===== src/hdl/cps_pkg.sv =====
// Package for the contour polyline simplifier: field widths, register
// indexes, reset values and the contour phase type.
// No dependencies; imported by the unit and its checker.
package cps_pkg;

  localparam int COORD_W    = 16;
  localparam int DIFF_W     = COORD_W + 1;
  localparam int CFG_W      = 16;
  localparam int CFG_IDX_W  = 1;
  localparam int KEPT_W     = 13;
  localparam int MAX_VERTICES = 4096;

  localparam logic [KEPT_W-1:0] KEPT_MAX = KEPT_W'(MAX_VERTICES);

  localparam logic [CFG_IDX_W-1:0] CFG_COS_THRESHOLD = 1'b0;
  localparam logic [CFG_IDX_W-1:0] CFG_MIN_LENGTH    = 1'b1;

  localparam logic [CFG_W-1:0] COS_THRESHOLD_RST = 16'd31130;
  localparam logic [CFG_W-1:0] MIN_LENGTH_RST    = 16'd0;

  typedef enum logic [1:0] {
    PH_FIRST  = 2'd0,
    PH_SECOND = 2'd1,
    PH_RUN    = 2'd2
  } phase_t;

endpackage


===== src/hdl/contour_polyline_simplifier_unit.sv =====
// A first vertex's result is registered in ST_EMIT_FIRST. A tested vertex passes ST_VISIT,
// ST_MUL (a sequence of steps on one shared 34x34 multiplier) and ST_DEC; its kept point,
// if any, is registered in ST_EMIT_PREV. The unit takes no new vertex until it is through
// with the last one; a last vertex also replays the first vertex and ends the contour. A
// waiting result that is stalled holds the unit longer. Reset: rst_n is synchronous, active
// low; it restores the register defaults and waits for the first vertex of a contour.
module contour_polyline_simplifier_unit
  import cps_pkg::*;
(
  input  logic                        clk,
  input  logic                        rst_n,
  input  logic                        in_valid,
  output logic                        in_stall,
  input  logic signed [COORD_W-1:0]   in_x_coord,
  input  logic signed [COORD_W-1:0]   in_y_coord,
  input  logic                        in_last_vertex,
  output logic                        out_valid,
  input  logic                        out_stall,
  output logic signed [COORD_W-1:0]   out_x,
  output logic signed [COORD_W-1:0]   out_y,
  output logic                        out_contour_done,
  output logic        [KEPT_W-1:0]    out_kept_count,
  input  logic                        cfg_we,
  input  logic        [CFG_IDX_W-1:0] cfg_index,
  input  logic        [CFG_W-1:0]     cfg_wdata
);

  typedef enum logic [2:0] {
    ST_IDLE, ST_EMIT_FIRST, ST_VISIT, ST_MUL, ST_DEC, ST_EMIT_PREV, ST_POST, ST_EMIT_END
  } state_t;

  typedef enum logic [3:0] {
    SP_CXX, SP_CYY, SP_DXX, SP_DYY, SP_MM, SP_DOTX, SP_DOTY, SP_ADOT,
    SP_TT, SP_TTLD, SP_RLO, SP_RHI
  } step_t;

  state_t state_r;
  step_t  step_r, step_nxt;
  phase_t phase_r;

  logic [CFG_W-1:0] cos_r, minlen_r;
  logic signed [COORD_W-1:0] first_x_r, first_y_r, prev_x_r, prev_y_r;
  logic signed [COORD_W-1:0] vx_r, vy_r;
  logic signed [DIFF_W-1:0]  dir_x_r, dir_y_r;
  logic cur_last_r, replay_r;
  logic [KEPT_W-1:0] kept_r;

  logic [33:0] lc_r, ld_r;
  logic [31:0] mm_r;
  logic signed [34:0] dot_r;
  logic [65:0] left_r;
  logic [62:0] r1_r;
  logic signed [97:0] acc_r, acc_nxt;

  logic signed [DIFF_W-1:0] cx, cy, nx, ny;
  logic signed [33:0] mul_a, mul_b;
  logic signed [67:0] mul_p;
  logic signed [97:0] addend;
  logic accum, shift_hi;
  logic [34:0] dot_abs;
  logic [96:0] left_sh;
  logic cos_hit, merge, slot_free, emit_now;
  logic [KEPT_W-1:0] kept_inc;

  assign in_stall  = (state_r != ST_IDLE);
  assign slot_free = !out_valid || !out_stall;
  assign emit_now  = slot_free && (state_r == ST_EMIT_FIRST || state_r == ST_EMIT_PREV ||
                                   state_r == ST_EMIT_END);

  assign cx = {vx_r[COORD_W-1], vx_r} - {prev_x_r[COORD_W-1], prev_x_r};
  assign cy = {vy_r[COORD_W-1], vy_r} - {prev_y_r[COORD_W-1], prev_y_r};
  assign nx = {vx_r[COORD_W-1], vx_r} - {first_x_r[COORD_W-1], first_x_r};
  assign ny = {vy_r[COORD_W-1], vy_r} - {first_y_r[COORD_W-1], first_y_r};

  assign dot_abs  = acc_r[34] ? (35'd0 - acc_r[34:0]) : acc_r[34:0];
  assign kept_inc = (kept_r < KEPT_MAX) ? kept_r + 1'b1 : kept_r;

  always_comb begin
    mul_a    = '0;
    mul_b    = '0;
    accum    = 1'b0;
    shift_hi = 1'b0;
    step_nxt = step_r;
    unique case (step_r)
      SP_CXX: begin
        mul_a = 34'(cx); mul_b = 34'(cx); step_nxt = SP_CYY;
      end
      SP_CYY: begin
        mul_a = 34'(cy); mul_b = 34'(cy); accum = 1'b1; step_nxt = SP_DXX;
      end
      SP_DXX: begin
        mul_a = 34'(dir_x_r); mul_b = 34'(dir_x_r); step_nxt = SP_DYY;
      end
      SP_DYY: begin
        mul_a = 34'(dir_y_r); mul_b = 34'(dir_y_r); accum = 1'b1; step_nxt = SP_MM;
      end
      SP_MM: begin
        mul_a = {18'd0, minlen_r}; mul_b = {18'd0, minlen_r}; step_nxt = SP_DOTX;
      end
      SP_DOTX: begin
        mul_a = 34'(dir_x_r); mul_b = 34'(cx); step_nxt = SP_DOTY;
      end
      SP_DOTY: begin
        mul_a = 34'(dir_y_r); mul_b = 34'(cy); accum = 1'b1; step_nxt = SP_ADOT;
      end
      SP_ADOT: begin
        mul_a = dot_abs[33:0]; mul_b = dot_abs[33:0]; step_nxt = SP_TT;
      end
      SP_TT: begin
        mul_a = 34'(signed'(cos_r)); mul_b = 34'(signed'(cos_r)); step_nxt = SP_TTLD;
      end
      SP_TTLD: begin
        mul_a = acc_r[33:0]; mul_b = ld_r; step_nxt = SP_RLO;
      end
      SP_RLO: begin
        mul_a = {2'd0, acc_r[31:0]}; mul_b = lc_r; step_nxt = SP_RHI;
      end
      SP_RHI: begin
        mul_a = {3'd0, r1_r[62:32]}; mul_b = lc_r; accum = 1'b1; shift_hi = 1'b1;
        step_nxt = SP_CXX;
      end
    endcase
  end

  assign mul_p   = mul_a * mul_b;
  assign addend  = shift_hi ? ({{30{mul_p[67]}}, mul_p} <<< 32) : {{30{mul_p[67]}}, mul_p};
  assign acc_nxt = (accum ? acc_r : 98'sd0) + addend;

  // The cosine test compares dot^2 * 2^30 against t^2 * |dir|^2 * |seg|^2.
  assign left_sh = {1'b0, left_r, 30'd0};
  always_comb begin
    if (!cos_r[CFG_W-1]) begin
      cos_hit = !dot_r[34] && (dot_r != 35'sd0) && (left_sh > acc_r[96:0]);
    end else begin
      cos_hit = !dot_r[34] || (left_sh < acc_r[96:0]);
    end
    merge = (ld_r == 34'd0) || (lc_r == 34'd0) || (lc_r < {2'd0, mm_r}) || cos_hit;
  end

  always_ff @(posedge clk) begin
    if (!rst_n) begin
      state_r    <= ST_IDLE;
      step_r     <= SP_CXX;
      phase_r    <= PH_FIRST;
      kept_r     <= '0;
      out_valid  <= 1'b0;
      cos_r      <= COS_THRESHOLD_RST;
      minlen_r   <= MIN_LENGTH_RST;
      first_x_r  <= '0;
      first_y_r  <= '0;
      prev_x_r   <= '0;
      prev_y_r   <= '0;
      dir_x_r    <= '0;
      dir_y_r    <= '0;
      cur_last_r <= 1'b0;
      replay_r   <= 1'b0;
    end else begin
      if (cfg_we) begin
        unique case (cfg_index)
          CFG_COS_THRESHOLD: cos_r    <= cfg_wdata;
          CFG_MIN_LENGTH:    minlen_r <= cfg_wdata;
        endcase
      end
      if (!out_stall && !emit_now) begin
        out_valid <= 1'b0;
      end
      unique case (state_r)
        ST_IDLE: begin
          if (in_valid) begin
            cur_last_r <= in_last_vertex;
            replay_r   <= 1'b0;
            vx_r       <= in_x_coord;
            vy_r       <= in_y_coord;
            if (phase_r != PH_SECOND && phase_r != PH_RUN) begin
              first_x_r <= in_x_coord;
              first_y_r <= in_y_coord;
              prev_x_r  <= in_x_coord;
              prev_y_r  <= in_y_coord;
              kept_r    <= KEPT_W'(1);
              phase_r   <= PH_SECOND;
              state_r   <= ST_EMIT_FIRST;
            end else begin
              state_r <= ST_VISIT;
            end
          end
        end
        ST_EMIT_FIRST: begin
          if (slot_free) begin
            out_valid        <= 1'b1;
            out_x            <= first_x_r;
            out_y            <= first_y_r;
            out_contour_done <= 1'b0;
            out_kept_count   <= kept_r;
            state_r          <= ST_POST;
          end
        end
        ST_VISIT: begin
          if (vx_r == prev_x_r && vy_r == prev_y_r) begin
            state_r <= ST_POST;
          end else if (phase_r == PH_SECOND) begin
            dir_x_r  <= nx;
            dir_y_r  <= ny;
            prev_x_r <= vx_r;
            prev_y_r <= vy_r;
            phase_r  <= PH_RUN;
            state_r  <= ST_POST;
          end else begin
            step_r  <= SP_CXX;
            state_r <= ST_MUL;
          end
        end
        ST_MUL: begin
          case (step_r)
            SP_DXX:  lc_r   <= acc_r[33:0];
            SP_MM:   ld_r   <= acc_r[33:0];
            SP_DOTX: mm_r   <= acc_r[31:0];
            SP_ADOT: dot_r  <= acc_r[34:0];
            SP_TT:   left_r <= acc_r[65:0];
            SP_RLO:  r1_r   <= acc_r[62:0];
            default: ;
          endcase
          acc_r  <= acc_nxt;
          step_r <= step_nxt;
          if (step_r == SP_RHI) begin
            state_r <= ST_DEC;
          end
        end
        ST_DEC: begin
          if (merge) begin
            prev_x_r <= vx_r;
            prev_y_r <= vy_r;
            state_r  <= ST_POST;
          end else begin
            kept_r  <= kept_inc;
            dir_x_r <= cx;
            dir_y_r <= cy;
            state_r <= ST_EMIT_PREV;
          end
        end
        ST_EMIT_PREV: begin
          if (slot_free) begin
            out_valid        <= 1'b1;
            out_x            <= prev_x_r;
            out_y            <= prev_y_r;
            out_contour_done <= 1'b0;
            out_kept_count   <= kept_r;
            prev_x_r         <= vx_r;
            prev_y_r         <= vy_r;
            state_r          <= ST_POST;
          end
        end
        ST_POST: begin
          if (cur_last_r && !replay_r) begin
            vx_r     <= first_x_r;
            vy_r     <= first_y_r;
            replay_r <= 1'b1;
            state_r  <= ST_VISIT;
          end else if (cur_last_r) begin
            state_r <= ST_EMIT_END;
          end else begin
            state_r <= ST_IDLE;
          end
        end
        ST_EMIT_END: begin
          if (slot_free) begin
            out_valid        <= 1'b1;
            out_x            <= '0;
            out_y            <= '0;
            out_contour_done <= 1'b1;
            out_kept_count   <= kept_r;
            phase_r          <= PH_FIRST;
            kept_r           <= '0;
            state_r          <= ST_IDLE;
          end
        end
        default: state_r <= ST_IDLE;
      endcase
    end
  end

endmodule


===== config.mk =====
export PLATFORM = sky130hd
export DESIGN_NAME = contour_polyline_simplifier_unit
export DESIGN_NICKNAME = d
export VERILOG_FILES = /design/src/hdl/cps_pkg.sv /design/src/hdl/contour_polyline_simplifier_unit.sv
export SDC_FILE = /design/constraint.sdc
export NUM_CORES = 2
export LEC_CHECK = 0
export BUFFER_PORTS_ARGS = -buffer_cell sky130_fd_sc_hd__buf_2
export CAP_MARGIN = 20
export CELL_PAD_IN_SITES_DETAIL_PLACEMENT = 1
export CELL_PAD_IN_SITES_GLOBAL_PLACEMENT = 2
export CORE_AREA = 2 2 528 425
export DETAILED_ROUTE_END_ITERATION = 10
export DIE_AREA = 0 0 530 427
export GPL_TIMING_DRIVEN = 1
export PLACE_DENSITY = 0.73
export SLEW_MARGIN = 20
export SYNTH_ARGS = -nofsm -noshare
export SYNTH_HDL_FRONTEND = slang
export SYNTH_SLANG_ARGS = --single-unit

===== constraint.sdc =====
create_clock -name clk -period 18.3 [get_ports clk]
set_input_delay 2.745 -clock clk [delete_from_list [all_inputs] [get_ports clk]]
set_output_delay 2.745 -clock clk [all_outputs]
set_load 0.02 [all_outputs]

==> flow_summary_export.csv <==
group,metric,value,unit
outcome,status,"completed",
sta,setup_viol_count_final,0,
route,wl_per_cell,28.0,µm
cts,clockBufferDepth,3,
floorplanning,pin_count,103,
grt,grt_max_degree,78,
final_layout,fillerInstances,25700,
cts,cts_root_buf,"clkbuf_16",
route,firstDrtPassIters,6,
synth,synth-edff-count,407,
floorplanning,die_w,530,µm
sta,slew_viol_final,0,
floorplanning,initial_core_util,0.348,
sta,min_period_over_period,0.929,
floorplanning,dieArea,226000,µm²
route,vias_per_cell,5.54,
floorplanning,die_h,427,µm
sta,clock.fmax,58.8,MHz
sta,tightest_slew,1410,ps
placement,io_buffers,102,
synth,syn_area,77200,µm²
sta,rsz0062_at_grt,"false",
cts,post_cts_buffers,0,
final_layout,final_common_cell,"inv_1",
route,finalWirelength,322,mm
floorplanning,num_rows,155,
sta,fin_skew,83.4,ps
synth,synth_compound_area_frac,0.126,
critical_path,cp-end-kind,"register",
final_layout,nets,10200,
final_layout,final_cell_mix,"inv_1 (1599), fa_1 (1246), nand2_1 (1084)",
grt,track_usage,0.287,
placement,dp_hpwl,254,mm
synth,synth_cells,8498,
synth,syn_area_per_cell,9.08,µm²
critical_path,start_kind,"register",
critical_path,worstPathMaxFanout,35,
synth,synth_top_family_by_area,"adder cells",
critical_path,arrival,17470,ps
sta,slew-limit-headroom,0.0593,
synth,seq_area_frac_synth,0.199,
synth,syn-num-nets,10300,
grt,grt_pass1_wl,475,mm
grt,grt_pass1_vias,67200,
worst_hold_path,hold_class,"register to register",
route,drc,0,
critical_path,critPathMaxStageDelay,980,ps
route,num_vias,63700,
cts,tritoncts,"yes",
final_layout,layout-drive-gt1-share,0.0760,
cts,cts-htree-levels,2,
sta,hold_viol_final,0,
cts,cts_sinks,562,
synth,synth_xor_area_frac,0.0262,
sta,setup_tns,0,ps
synth,yosys_warnings,0,
synth,muxShareOfSynthArea,0.00835,
placement,gp_congestion,0.968,
route,postRouteAntennaNets,0,
cts,clock_latency,740,ps
final_layout,utilization,0.381,
critical_path,critPathKind,"register to register",
route,drt_iter0_drc,6516,
cts,ctsHoldBuffers,0,
cts,clkTransAtPathRegs,70,ps
final_layout,area_growth,9.43,%
final_layout,finish.instance_area,84400,µm²
synth,ys_seq_elements,562,
synth,synth_simple_gate_area_frac,0.142,
synth,synth-main-ff-cell,"edfxtp_1",
grt,overflow,0,
placement,dpl-instance-area,82100,µm²
cts,cts_buffers,61,
critical_path,crit_required,18780,ps
job,cap_violations,0,
grt,grt_antenna_before_repair,18,
synth,synthAdderAreaFrac,0.399,
synth,synth.distinct_cells,92,
synth,synthArstFlopShare,0,
sta,period_needed,17000,ps
critical_path,crit_top_cell,"fa_1",
critical_path,slowest_stage,"and2_2",
floorplanning,coreArea,221000,µm²
cts,cts_resized,0,
==> per-layer routing <==
metal,wire length [µm],vias to the layer above,track usage,share of wire
met3,33500,397,0.0803,0.10
li1,-,27300,-,-
met4,7950,8,0.0642,0.025
met2,131000,2467,0.406,0.41
met5,40,-,0,0.00012
met1,150000,33500,0.430,0.47
==> synthesized netlist by cell type (all sizes together), types with 16 or more instances <==
library cell  number  area [µm²]
a211oi            60         623
a21boi            16         120
a21o             199        1490
a21oi            394        1970
a221o             27         270
a221oi            22         199
a22oi             47         353
a31oi             60         375
and2             169        1060
and3              29         181
buf               38         199
clkbuf           390        1460
dfxtp            155        3100
edfxtp           407       12200
fa              1246       24900
ha               464        5810
inv             1601        6010
mux2i             61         611
nand2           1086        4080
nand2b            80         500
nand3            102         510
nand4             85         538
nor2             578        2170
nor2b             34         213
nor3              91         472
nor4              46         294
o211ai            25         188
o21a              34         255
o21ai            290        1460
o21bai            33         248
o22ai             16         100
o31ai             70         546
or2               47         294
or3               41         257
xnor2            135        1180
xor2              96         841
==> stage by stage <==
step                      cells  worst slack (ps)  hold slack (ps)
final                     11500              1300              460
after global routing      11500               381              479
after CTS                 11500              1300              461
after detailed placement  11400              1370              452
after global placement    11400              1500              444
after floorplan            8498              4970              424
==> cells by family after synthesis <==
group           after synthesis
buf+inv                    2031
simple gates               2439
xor+xnor                    231
mux                          64
flops                       562
fa+ha+maj                  1710
compound gates             1461
==> state kept, by name, indices dropped and copies added, names as in the netlist, 13 cells and up <==
name and cells:
prev_x_r 16, left_r 66, r1_r 31, out_x 16, vy_r 16, prev_y_r 16, cos_r 16, kept_r 13
acc_r 97, mm_r 32, out_kept_count 13, minlen_r 16, first_x_r 16, ld_r 34, vx_r 16, lc_r 34
dir_y_r 17, dot_r 35, out_y 16, first_y_r 16, dir_x_r 17
==> layout make-up <==
type / instances / area, µm² / share of cell area
clock buffer: 72 / 1620 / 0.0192
sequential: 562 / 15300 / 0.182
inverter: 1603 / 6020 / 0.0713
multi-input combinational: 5905 / 55000 / 0.651
tap: 2983 / 3730 / 0.0442
antenna: 10 / 25.0 / 0.000296
clock inverter: 42 / 574 / 0.00680
timing repair buffer: 317 / 2140 / 0.0253
==> critical path: cells and delay by family (launching register included) <==
kind / cells / cell delay (ps)
simple gates: 8 / 2660
xor+xnor: 2 / 800
mux: 1 / 180
flops: 1 / 320
fa+ha+maj: 12 / 5650
compound gates: 18 / 6690
buf+inv: 7 / 410
==> final timing paths <==
path	from	end	slack, ps	depth (start not counted)
setup / recovery	vx_r[0]$_DFFE_PP_	acc_r[94]$_DFFE_PP_	1300	48
hold / removal	minlen_r[1]$_SDFFE_PN0P_	minlen_r[1]$_SDFFE_PN0P_	460	2
setup reg to reg	vx_r[0]$_DFFE_PP_	acc_r[94]$_DFFE_PP_	1300	48
hold reg to reg	minlen_r[1]$_SDFFE_PN0P_	minlen_r[1]$_SDFFE_PN0P_	460	2
Power is not shown: default switching activity piles up to over one toggle a cycle in this logic, so the estimate is an artifact.
